### src/hdl/stc_pkg.sv
// Shared types and constants for the space-run to tab compressor.
// Used by stc_ctrl, stc_datapath and the top level; depends on nothing.
`timescale 1ns / 1ps

package stc_pkg;

  localparam logic [7:0] CHAR_SPACE   = 8'h20;
  localparam logic [7:0] CHAR_TAB     = 8'h09;
  localparam logic [7:0] CHAR_NEWLINE = 8'h0A;

  localparam logic [4:0] STOP_WIDTH_RESET = 5'd8;
  localparam logic [4:0] STOP_WIDTH_MAX   = 5'd16;

  // Source of the byte loaded into the output register
  typedef enum logic [1:0] {
    OUT_SPACE,
    OUT_TAB,
    OUT_BYTE_IN,
    OUT_BYTE_HELD
  } out_sel_t;

  // Controller to datapath
  typedef struct packed {
    logic     accept;
    logic     load_out;
    out_sel_t out_sel;
    logic     out_last;
    logic     dec_pending;
  } cmd_t;

  // Datapath to controller
  typedef struct packed {
    logic end_item;
    logic space_item;
    logic wrap;
    logic pending_zero;
    logic pending_one;
    logic out_free;
  } status_t;

endpackage

### src/hdl/stc_datapath.sv
// Datapath of the space-run to tab compressor: width register, column,
// pending space count, held byte and the output register.
// Depends on stc_pkg; driven by commands from stc_ctrl.
`timescale 1ns / 1ps

module stc_datapath (
  input  logic               clk,
  input  logic               rst,
  input  logic               cfg_wr_en,
  input  logic [4:0]         cfg_wr_data,
  input  logic [7:0]         text_byte,
  input  logic               end_of_text,
  input  logic               out_ready,
  input  stc_pkg::cmd_t      cmd,
  output stc_pkg::status_t   sts,
  output logic               out_valid,
  output logic [7:0]         out_byte,
  output logic               last_of_run
);

  logic [4:0] stop_width;
  logic [3:0] column;
  logic [3:0] pending;
  logic [7:0] held_byte;

  logic [4:0] eff_width;
  logic [4:0] col_inc;
  logic       wrap;
  logic [3:0] column_next;
  logic       is_space;
  logic       is_break;
  logic [7:0] out_byte_next;

  // Clamp the width into 1..16
  always_comb begin
    if (stop_width == 5'd0) begin
      eff_width = 5'd1;
    end else if (stop_width > stc_pkg::STOP_WIDTH_MAX) begin
      eff_width = stc_pkg::STOP_WIDTH_MAX;
    end else begin
      eff_width = stop_width;
    end
  end

  assign col_inc     = {1'b0, column} + 5'd1;
  assign wrap        = (col_inc >= eff_width);
  assign column_next = wrap ? 4'd0 : col_inc[3:0];
  assign is_space    = (text_byte == stc_pkg::CHAR_SPACE);
  assign is_break    = (text_byte == stc_pkg::CHAR_TAB) ||
                       (text_byte == stc_pkg::CHAR_NEWLINE);

  always_comb begin
    case (cmd.out_sel)
      stc_pkg::OUT_SPACE:     out_byte_next = stc_pkg::CHAR_SPACE;
      stc_pkg::OUT_TAB:       out_byte_next = stc_pkg::CHAR_TAB;
      stc_pkg::OUT_BYTE_IN:   out_byte_next = text_byte;
      stc_pkg::OUT_BYTE_HELD: out_byte_next = held_byte;
      default:                out_byte_next = held_byte;
    endcase
  end

  always_comb begin
    sts.end_item     = end_of_text;
    sts.space_item   = is_space;
    sts.wrap         = wrap;
    sts.pending_zero = (pending == 4'd0);
    sts.pending_one  = (pending == 4'd1);
    sts.out_free     = !out_valid || out_ready;
  end

  always_ff @(posedge clk) begin
    if (rst) begin
      stop_width <= stc_pkg::STOP_WIDTH_RESET;
      column     <= 4'd0;
      pending    <= 4'd0;
      out_valid  <= 1'b0;
    end else begin
      if (cfg_wr_en) begin
        stop_width <= cfg_wr_data;
      end
      if (cmd.accept) begin
        if (end_of_text) begin
          column <= 4'd0;
        end else if (is_space) begin
          column  <= column_next;
          pending <= wrap ? 4'd0 : pending + 4'd1;
        end else begin
          column <= is_break ? 4'd0 : column_next;
        end
      end else if (cmd.dec_pending) begin
        pending <= pending - 4'd1;
      end
      if (cmd.load_out) begin
        out_valid <= 1'b1;
      end else if (out_ready) begin
        out_valid <= 1'b0;
      end
    end
  end

  // Payload registers
  always_ff @(posedge clk) begin
    if (cmd.accept) begin
      held_byte <= text_byte;
    end
    if (cmd.load_out) begin
      out_byte    <= out_byte_next;
      last_of_run <= cmd.out_last;
    end
  end

endmodule

### src/hdl/stc_ctrl.sv
// Controller of the space-run to tab compressor: takes items, sequences
// the release of held spaces and the held byte.
// Depends on stc_pkg; commands stc_datapath.
`timescale 1ns / 1ps

module stc_ctrl (
  input  logic              clk,
  input  logic              rst,
  input  logic              in_valid,
  output logic              in_ready,
  input  stc_pkg::status_t  sts,
  output stc_pkg::cmd_t     cmd
);

  typedef enum logic [1:0] {
    S_ACCEPT,
    S_SPACES,
    S_BYTE
  } state_t;

  state_t state;
  state_t state_next;
  logic   has_byte;
  logic   has_byte_next;
  logic   acc;

  assign in_ready = (state == S_ACCEPT) && sts.out_free;
  assign acc      = in_valid && in_ready;

  always_comb begin
    state_next      = state;
    has_byte_next   = has_byte;
    cmd.accept      = acc;
    cmd.load_out    = 1'b0;
    cmd.out_sel     = stc_pkg::OUT_SPACE;
    cmd.out_last    = 1'b0;
    cmd.dec_pending = 1'b0;
    case (state)
      S_ACCEPT: begin
        if (acc) begin
          if (sts.end_item) begin
            if (!sts.pending_zero) begin
              state_next    = S_SPACES;
              has_byte_next = 1'b0;
            end
          end else if (sts.space_item) begin
            if (sts.wrap) begin
              cmd.load_out = 1'b1;
              cmd.out_sel  = stc_pkg::OUT_TAB;
              cmd.out_last = 1'b1;
            end
          end else if (sts.pending_zero) begin
            cmd.load_out = 1'b1;
            cmd.out_sel  = stc_pkg::OUT_BYTE_IN;
            cmd.out_last = 1'b1;
          end else begin
            state_next    = S_SPACES;
            has_byte_next = 1'b1;
          end
        end
      end
      S_SPACES: begin
        if (sts.out_free) begin
          cmd.load_out    = 1'b1;
          cmd.out_sel     = stc_pkg::OUT_SPACE;
          cmd.out_last    = sts.pending_one && !has_byte;
          cmd.dec_pending = 1'b1;
          if (sts.pending_one) begin
            state_next = has_byte ? S_BYTE : S_ACCEPT;
          end
        end
      end
      S_BYTE: begin
        if (sts.out_free) begin
          cmd.load_out = 1'b1;
          cmd.out_sel  = stc_pkg::OUT_BYTE_HELD;
          cmd.out_last = 1'b1;
          state_next   = S_ACCEPT;
        end
      end
      default: begin
        state_next = S_ACCEPT;
      end
    endcase
  end

  always_ff @(posedge clk) begin
    if (rst) begin
      state    <= S_ACCEPT;
      has_byte <= 1'b0;
    end else begin
      state    <= state_next;
      has_byte <= has_byte_next;
    end
  end

  // Flushing must never start or continue with an empty count
  a_spaces_nonzero: assert property (@(posedge clk) disable iff (rst)
    state == S_SPACES |-> !sts.pending_zero)
    else $error("space flush with no pending spaces");

  a_byte_held: assert property (@(posedge clk) disable iff (rst)
    state == S_BYTE |-> has_byte)
    else $error("byte state without a held byte");

  a_load_free: assert property (@(posedge clk) disable iff (rst)
    cmd.load_out |-> sts.out_free)
    else $error("output register overwritten");

  a_end_empty: assert property (@(posedge clk) disable iff (rst)
    acc && sts.end_item && sts.pending_zero |=> state == S_ACCEPT)
    else $error("empty end item left the accept state");

endmodule

### src/hdl/space_run_to_tab_compressor.sv
// Top level of the space-run to tab compressor.
// Depends on stc_pkg, stc_ctrl and stc_datapath.
//
//   channel  direction  handshake            payload
//   in       input      in_valid/in_ready    text_byte, end_of_text
//   out      output     out_valid/out_ready  out_byte, last_of_run
//   cfg      input      cfg_wr_en            cfg_wr_data (tab width)
//
// An item that makes zero or one result is dealt with as it is taken; one that
// releases n held spaces emits them (then its own byte, if any) one per cycle
// while the output register is free, through the single output register.
// Reset (rst, synchronous) clears column and space count, width returns to 8.
// A stalled output holds its item; input is taken only while the output
// register is empty or being read and no flush is under way.
`timescale 1ns / 1ps

module space_run_to_tab_compressor (
  input  logic       clk,
  input  logic       rst,
  input  logic       cfg_wr_en,
  input  logic [4:0] cfg_wr_data,
  input  logic       in_valid,
  output logic       in_ready,
  input  logic [7:0] text_byte,
  input  logic       end_of_text,
  output logic       out_valid,
  input  logic       out_ready,
  output logic [7:0] out_byte,
  output logic       last_of_run
);

  stc_pkg::cmd_t    cmd;
  stc_pkg::status_t sts;

  stc_ctrl u_ctrl (
    .clk      (clk),
    .rst      (rst),
    .in_valid (in_valid),
    .in_ready (in_ready),
    .sts      (sts),
    .cmd      (cmd)
  );

  stc_datapath u_datapath (
    .clk         (clk),
    .rst         (rst),
    .cfg_wr_en   (cfg_wr_en),
    .cfg_wr_data (cfg_wr_data),
    .text_byte   (text_byte),
    .end_of_text (end_of_text),
    .out_ready   (out_ready),
    .cmd         (cmd),
    .sts         (sts),
    .out_valid   (out_valid),
    .out_byte    (out_byte),
    .last_of_run (last_of_run)
  );

endmodule
### config.mk
export PLATFORM = sky130hd
export DESIGN_NAME = space_run_to_tab_compressor
export DESIGN_NICKNAME = d
export VERILOG_FILES = /design/src/hdl/stc_pkg.sv /design/src/hdl/stc_datapath.sv /design/src/hdl/stc_ctrl.sv /design/src/hdl/space_run_to_tab_compressor.sv
export SDC_FILE = /design/constraint.sdc
export NUM_CORES = 1
export LEC_CHECK = 0
export BUFFER_PORTS_ARGS = -buffer_cell sky130_fd_sc_hd__clkbuf_2
export CORE_MARGIN = 3
export CORE_UTILIZATION = 50
export CTS_CLUSTER_DIAMETER = 150
export DETAILED_ROUTE_END_ITERATION = 10
export HOLD_SLACK_MARGIN = 0.03
export PLACE_DENSITY = 0.8
export SLEW_MARGIN = 20
export SYNTH_ARGS = -nofsm -noshare
export SYNTH_HDL_FRONTEND = slang
export SYNTH_HIERARCHICAL = 1
export SYNTH_SLANG_ARGS = --single-unit
### constraint.sdc
create_clock -name clk -period 2.9 [get_ports clk]
set_input_delay 0.29 -clock clk [delete_from_list [all_inputs] [get_ports clk]]
set_output_delay 0.29 -clock clk [all_outputs]
set_load 0.02 [all_outputs]
Word-level counts from Yosys, hierarchy flattened. Index checks and enable logic that the tools add are counted.

Add/sub/neg operators: 3. Order comparisons: 2. Equality and inequality tests: 17. Mux-type cells: 36. Bitwise gates (word level): 1. Reduce and logical (&&, ||, !) cells: 16.

Operator list (count): $mux 4 (15); $pmux 8 s4 (1); $eq 8x4->1 const B (2); $mux 2 (8); $mux 5 (3); $pmux 4 s3 (1); $ne 2x1->1 const B (5); $eq 8x6->1 const B (1); $mux 1 (7); $eq 2x2->1 const B (3); $pmux 2 s3 (1); $add 4x1->5 const B (1); $ge 5x5->1 (1); $gt 5x5->1 const B (1); $logic_not 5->1 (1); $reduce_and 5->1 (1); $add 4x1->4 const B (1); $eq 2x1->1 const B (2); $eq 4x1->1 const B (1); $logic_not 2->1 (2); $logic_not 4->1 (1); $ne 2x2->1 const B (2); $reduce_and 4->1 (1); $reduce_bool 2->1 (2); other kinds (7) (11).

Flip-flop bits (word level): 34. Bits of input ports: 19. Output and inout bits: 11.

Longest topological paths before layout.
Depth in word-level cells: 11. Depth in mapped cells: 14. Mapped depth without buffers: 12.

Hierarchy. Netlist, hierarchy kept.

By module, submodules not included: stc_datapath (instances 1, cells each 139, area each 1534.0 um^2, seq. area each 790.8 um^2); stc_ctrl (instances 1, cells each 36, area each 291.5 um^2, seq. area each 60.1 um^2).

Worst setup path after synthesis. OpenSTA, ideal clock, no wires.

Path kind: reg-to-reg. From: register u_datapath.column[0]. To: register u_datapath.out_byte[5], data pin. Setup time: 0.276 ns. Arrival time: 2.432 ns. Setup slack: 0.192 ns. Cell stages (with the launch flop): 14. Buffers on the path: 2. Period minus slack after synthesis: 2.708 ns. Cells stage by stage: dfxtp_1 > ha_1 > xor2_1 > ha_1 > a21oi_1 > o21ai_0 > a31oi_1 > inv_1 > buf_4 > a31oi_1 > nor2_1 > clkbuf_1 > nor3b_1 > a21oi_1.

RTL lines: start, declared (RTL line stc_datapath.sv:22) `logic [3:0] column;`; start signal, assigned (RTL line stc_datapath.sv:85) `column <= column_next;`; start signal, assigned (RTL line stc_datapath.sv:88) `column <= is_break ? 4'd0 : column_next;`; end signal, assigned (RTL line stc_datapath.sv:107) `out_byte <= out_byte_next;`; end, declared (RTL line stc_datapath.sv:17) `output logic [7:0] out_byte,`.

==> impl_metrics.csv <==
group,metric,value,unit
global_routing,antenna_found_initial,0,
timing,fmax,358,MHz
drt,drc,0,
clocking,cts_tree,"built",
power,power.switching,0.231,mW
floorplan,die_h,66.4,microns
worst_setup_path,critPathSlowestCell,"a21oi_1",
worst_setup_path,required,2860,ps
floorplan,core,0.00342,sq mm
worst_setup_path,path_class,"reg -> reg",
worst_setup_path,crit_fanout,10,
timing,min_period,2790,ps
logic_synthesis,postSynthAreaPerCell,10.4,sq um
clocking,clk-insertion-delay-late,330,ps
power,switching_share,0.243,
timing,finalHoldViolations,0,
drt,drtIter0Drc,74,
power,fin_total_pwr,0.950,mW
final_layout,drive_gt1_frac,0.240,
final_layout,final_nets,235,
global_routing,grtUsageTotal,0.174,
worst_setup_path,crit_path_end_kind,"register",
logic_synthesis,ys_seq_area_frac,0.466,
timing,max-slew-margin-rel,0.356,
placement,dp.cells,246,
clocking,cts-buffers-inserted,5,
worst_setup_path,cp_num_buf_inv,1,
timing,hold_ws,170,ps
placement,port_buffers,29,
power,power_leakage,0.873,nW
clocking,cts_root_buf,"clkbuf_4",
logic_synthesis,synth-edff-count,17,
power,pwr-share-clk,0.320,
floorplan,die_area,0.00441,sq mm
outcome,status,"completed",
min_path,hp-class,"in -> reg",
logic_synthesis,synth_cell_type_count,43,
power,cellPowerDensity,455,mW/mm^2
logic_synthesis,synth_warnings,6,
worst_setup_path,start_kind,"register",
drt,postRouteAntennaNets,0,
final_layout,area_delta_synth_final,14.4,%
clocking,post-cts-setup-buffers,0,
power,p_comb_frac,0.118,
logic_synthesis,synth_cells,175,
placement,post-dp-hpwl,2.53,mm
final_layout,final_cells,254,
timing,rsz0062_at_grt,"true",
power,intPower,0.720,mW
clocking,cts_hold_buffers,0,
timing,skew,11.1,ps
clocking,ctsResizeCount,1,
global_routing,grt_max_degree,19,
power,p_seq_frac,0.562,
job,cap_violations,0,
drt,avgViaCountPerCell,5.38,
drt,routed_wl,3.38,mm
timing,slew_violations,0,
floorplan,pin_count,30,
clocking,cts_sinks,34,
logic_synthesis,synth_fp_nets,203,
global_routing,overflow,0,
timing,worst_pin_slew,966,ps
floorplan,die_w,66.4,microns
worst_setup_path,crit_path_max_incr_delay,770,ps
logic_synthesis,async_reset_ff_frac,0,
logic_synthesis,synth_area,0.00183,sq mm
floorplan,placementRows,21,
clocking,clkTransAtPathRegs,100,ps
drt,vias,1367,
logic_synthesis,synth_flop_cell,"edfxtp_1",
drt,wl_per_cell,13.3,microns
logic_synthesis,ys_ff_latch,34,
worst_setup_path,worstPathArrival,2750,ps
final_layout,n_antenna_cell,0,
floorplan,start_util,0.534,
worst_setup_path,critical_path.cell_chain,"ha_1, xor2_1, ha_1, nand2_1, o21ai_0, a31oi_1, inv_1, a31oi_1, a21oi_1",
clocking,h-tree-depth,2,
timing,setup_viol,0,
timing,post-route-period-util,0.962,
global_routing,grt_pass1_wl,5.78,mm
global_routing,grt_pass1_vias,1258,
placement,gp_congestion,0.839,
power,peakVddDrop,0.271,mV
drt,first_pass_iters,4,
clocking,cts_buffer_depth,2,
worst_setup_path,cpLargestDelayFamily,"compound AO/OA/AOI/OAI gates",
## cells by family after synthesis
kind of cell,after synthesis,synth area share
AND/OR/NAND/NOR,65,0.218
flip-flops,34,0.466
AO/OA/AOI/OAI,30,0.111
buffers and inverters,19,0.0480
multiplexers,12,0.0665
adder cells (fa/ha/maj),9,0.0617
XOR/XNOR,6,0.0288
## state kept, by name, indices dropped and copies added, names as in the netlist
name / flops
u_ctrl/has_byte: 1
u_ctrl/state: 2
u_datapath/column: 4
u_datapath/held_byte: 8
u_datapath/last_of_run: 1
u_datapath/out_byte: 8
u_datapath/out_valid: 1
u_datapath/pending: 4
u_datapath/stop_width: 5
## cell usage after synthesis, types with 2 or more instances
cell	number	share of area
edfxtp_1	17	0.28
dfxtp_1	17	0.19
nand2_1	8	0.016
nor2b_1	13	0.045
buf_4	4	0.016
clkbuf_1	4	0.0082
a31oi_1	5	0.017
a22oi_1	4	0.016
nand3_1	5	0.014
xor2_1	2	0.0096
nor3_1	4	0.011
a21oi_1	9	0.025
nor2_1	19	0.039
ha_1	9	0.062
xnor2_1	4	0.019
inv_1	10	0.021
mux2i_1	11	0.060
nor3b_1	4	0.016
a211oi_1	2	0.0082
## per-layer routing
| layer | vias up | wire length, microns | global-route usage |
|---|---|---|---|
| met5 | - | 0 | 0 |
| met4 | 0 | 32 | 0.0685 |
| met3 | 4 | 197 | 0.0459 |
| met2 | 38 | 1630 | 0.280 |
| met1 | 633 | 1520 | 0.220 |
| li1 | 692 | - | - |
## power groups by stage
stage	Combinational, mW	Clock (mW)	Sequential, mW
2_1_floorplan	0.0662	0	0.553
3_3_place_gp	0.111	0	0.544
3_5_place_dp	0.113	0	0.545
4_1_cts	0.113	0.315	0.534
5_1_grt	0.126	0.334	0.536
6_report	0.112	0.304	0.534
## cells in the final DEF, fill, tap and decap left out, types with 5 or more instances in the layout
cell	Yosys	layout
a21oi_1	9	9
a31oi_1	5	5
buf_4	4	5
clkbuf_2	1	29
clkbuf_4	0	5
dfxtp_1	17	17
edfxtp_1	17	17
ha_1	9	9
inv_1	10	10
mux2i_1	11	11
nand2_1	8	8
nand3_1	5	5
nor2_1	19	18
nor2b_1	13	13
## worst reg2reg max path, stage by stage (launching register included)
cell and delay, ps:
dfxtp_1 340, ha_1 200, xor2_1 160, ha_1 310, nand2_1 50, o21ai_0 200, a31oi_1 190, inv_1 90
a31oi_1 120, a21oi_1 770
## worst paths after layout
path | depth (start not counted) | slack, ps | end | startpoint
worst max-delay path | 9 | 110 | u_datapath/out_byte[0] | u_datapath/column[1]
worst min-delay path | 2 | 170 | u_datapath/stop_width[3] | cfg_wr_data[3]
worst max register to register | 9 | 110 | u_datapath/out_byte[0] | u_datapath/column[1]
worst min register to register | 2 | 510 | u_datapath/stop_width[0] | u_datapath/stop_width[0]
## area by class of cell
cell class,instances,area [sq um]
multi-input cells,122,890
fillers,296,1330
well taps,46,57.6
flip-flops and latches,34,851
clock buffers,8,70.1
repair buffers,34,183
inverters,10,37.5
## metrics by stage
step | setup TNS [ps] | cell area [sq um] | worst slack [ps] | util
final | 0 | 2090 | 109 | 0.611
after global routing | -1710 | 2090 | -146 | 0.611
after CTS | 0 | 2090 | 74.2 | 0.611
after detailed placement | 0 | 2020 | 11.2 | 0.590
after global placement | 0 | 2020 | 80.7 | 0.590
after floorplan | 0 | 1830 | 192 | -
No activity file was read; power rests on OpenSTA's default activity.
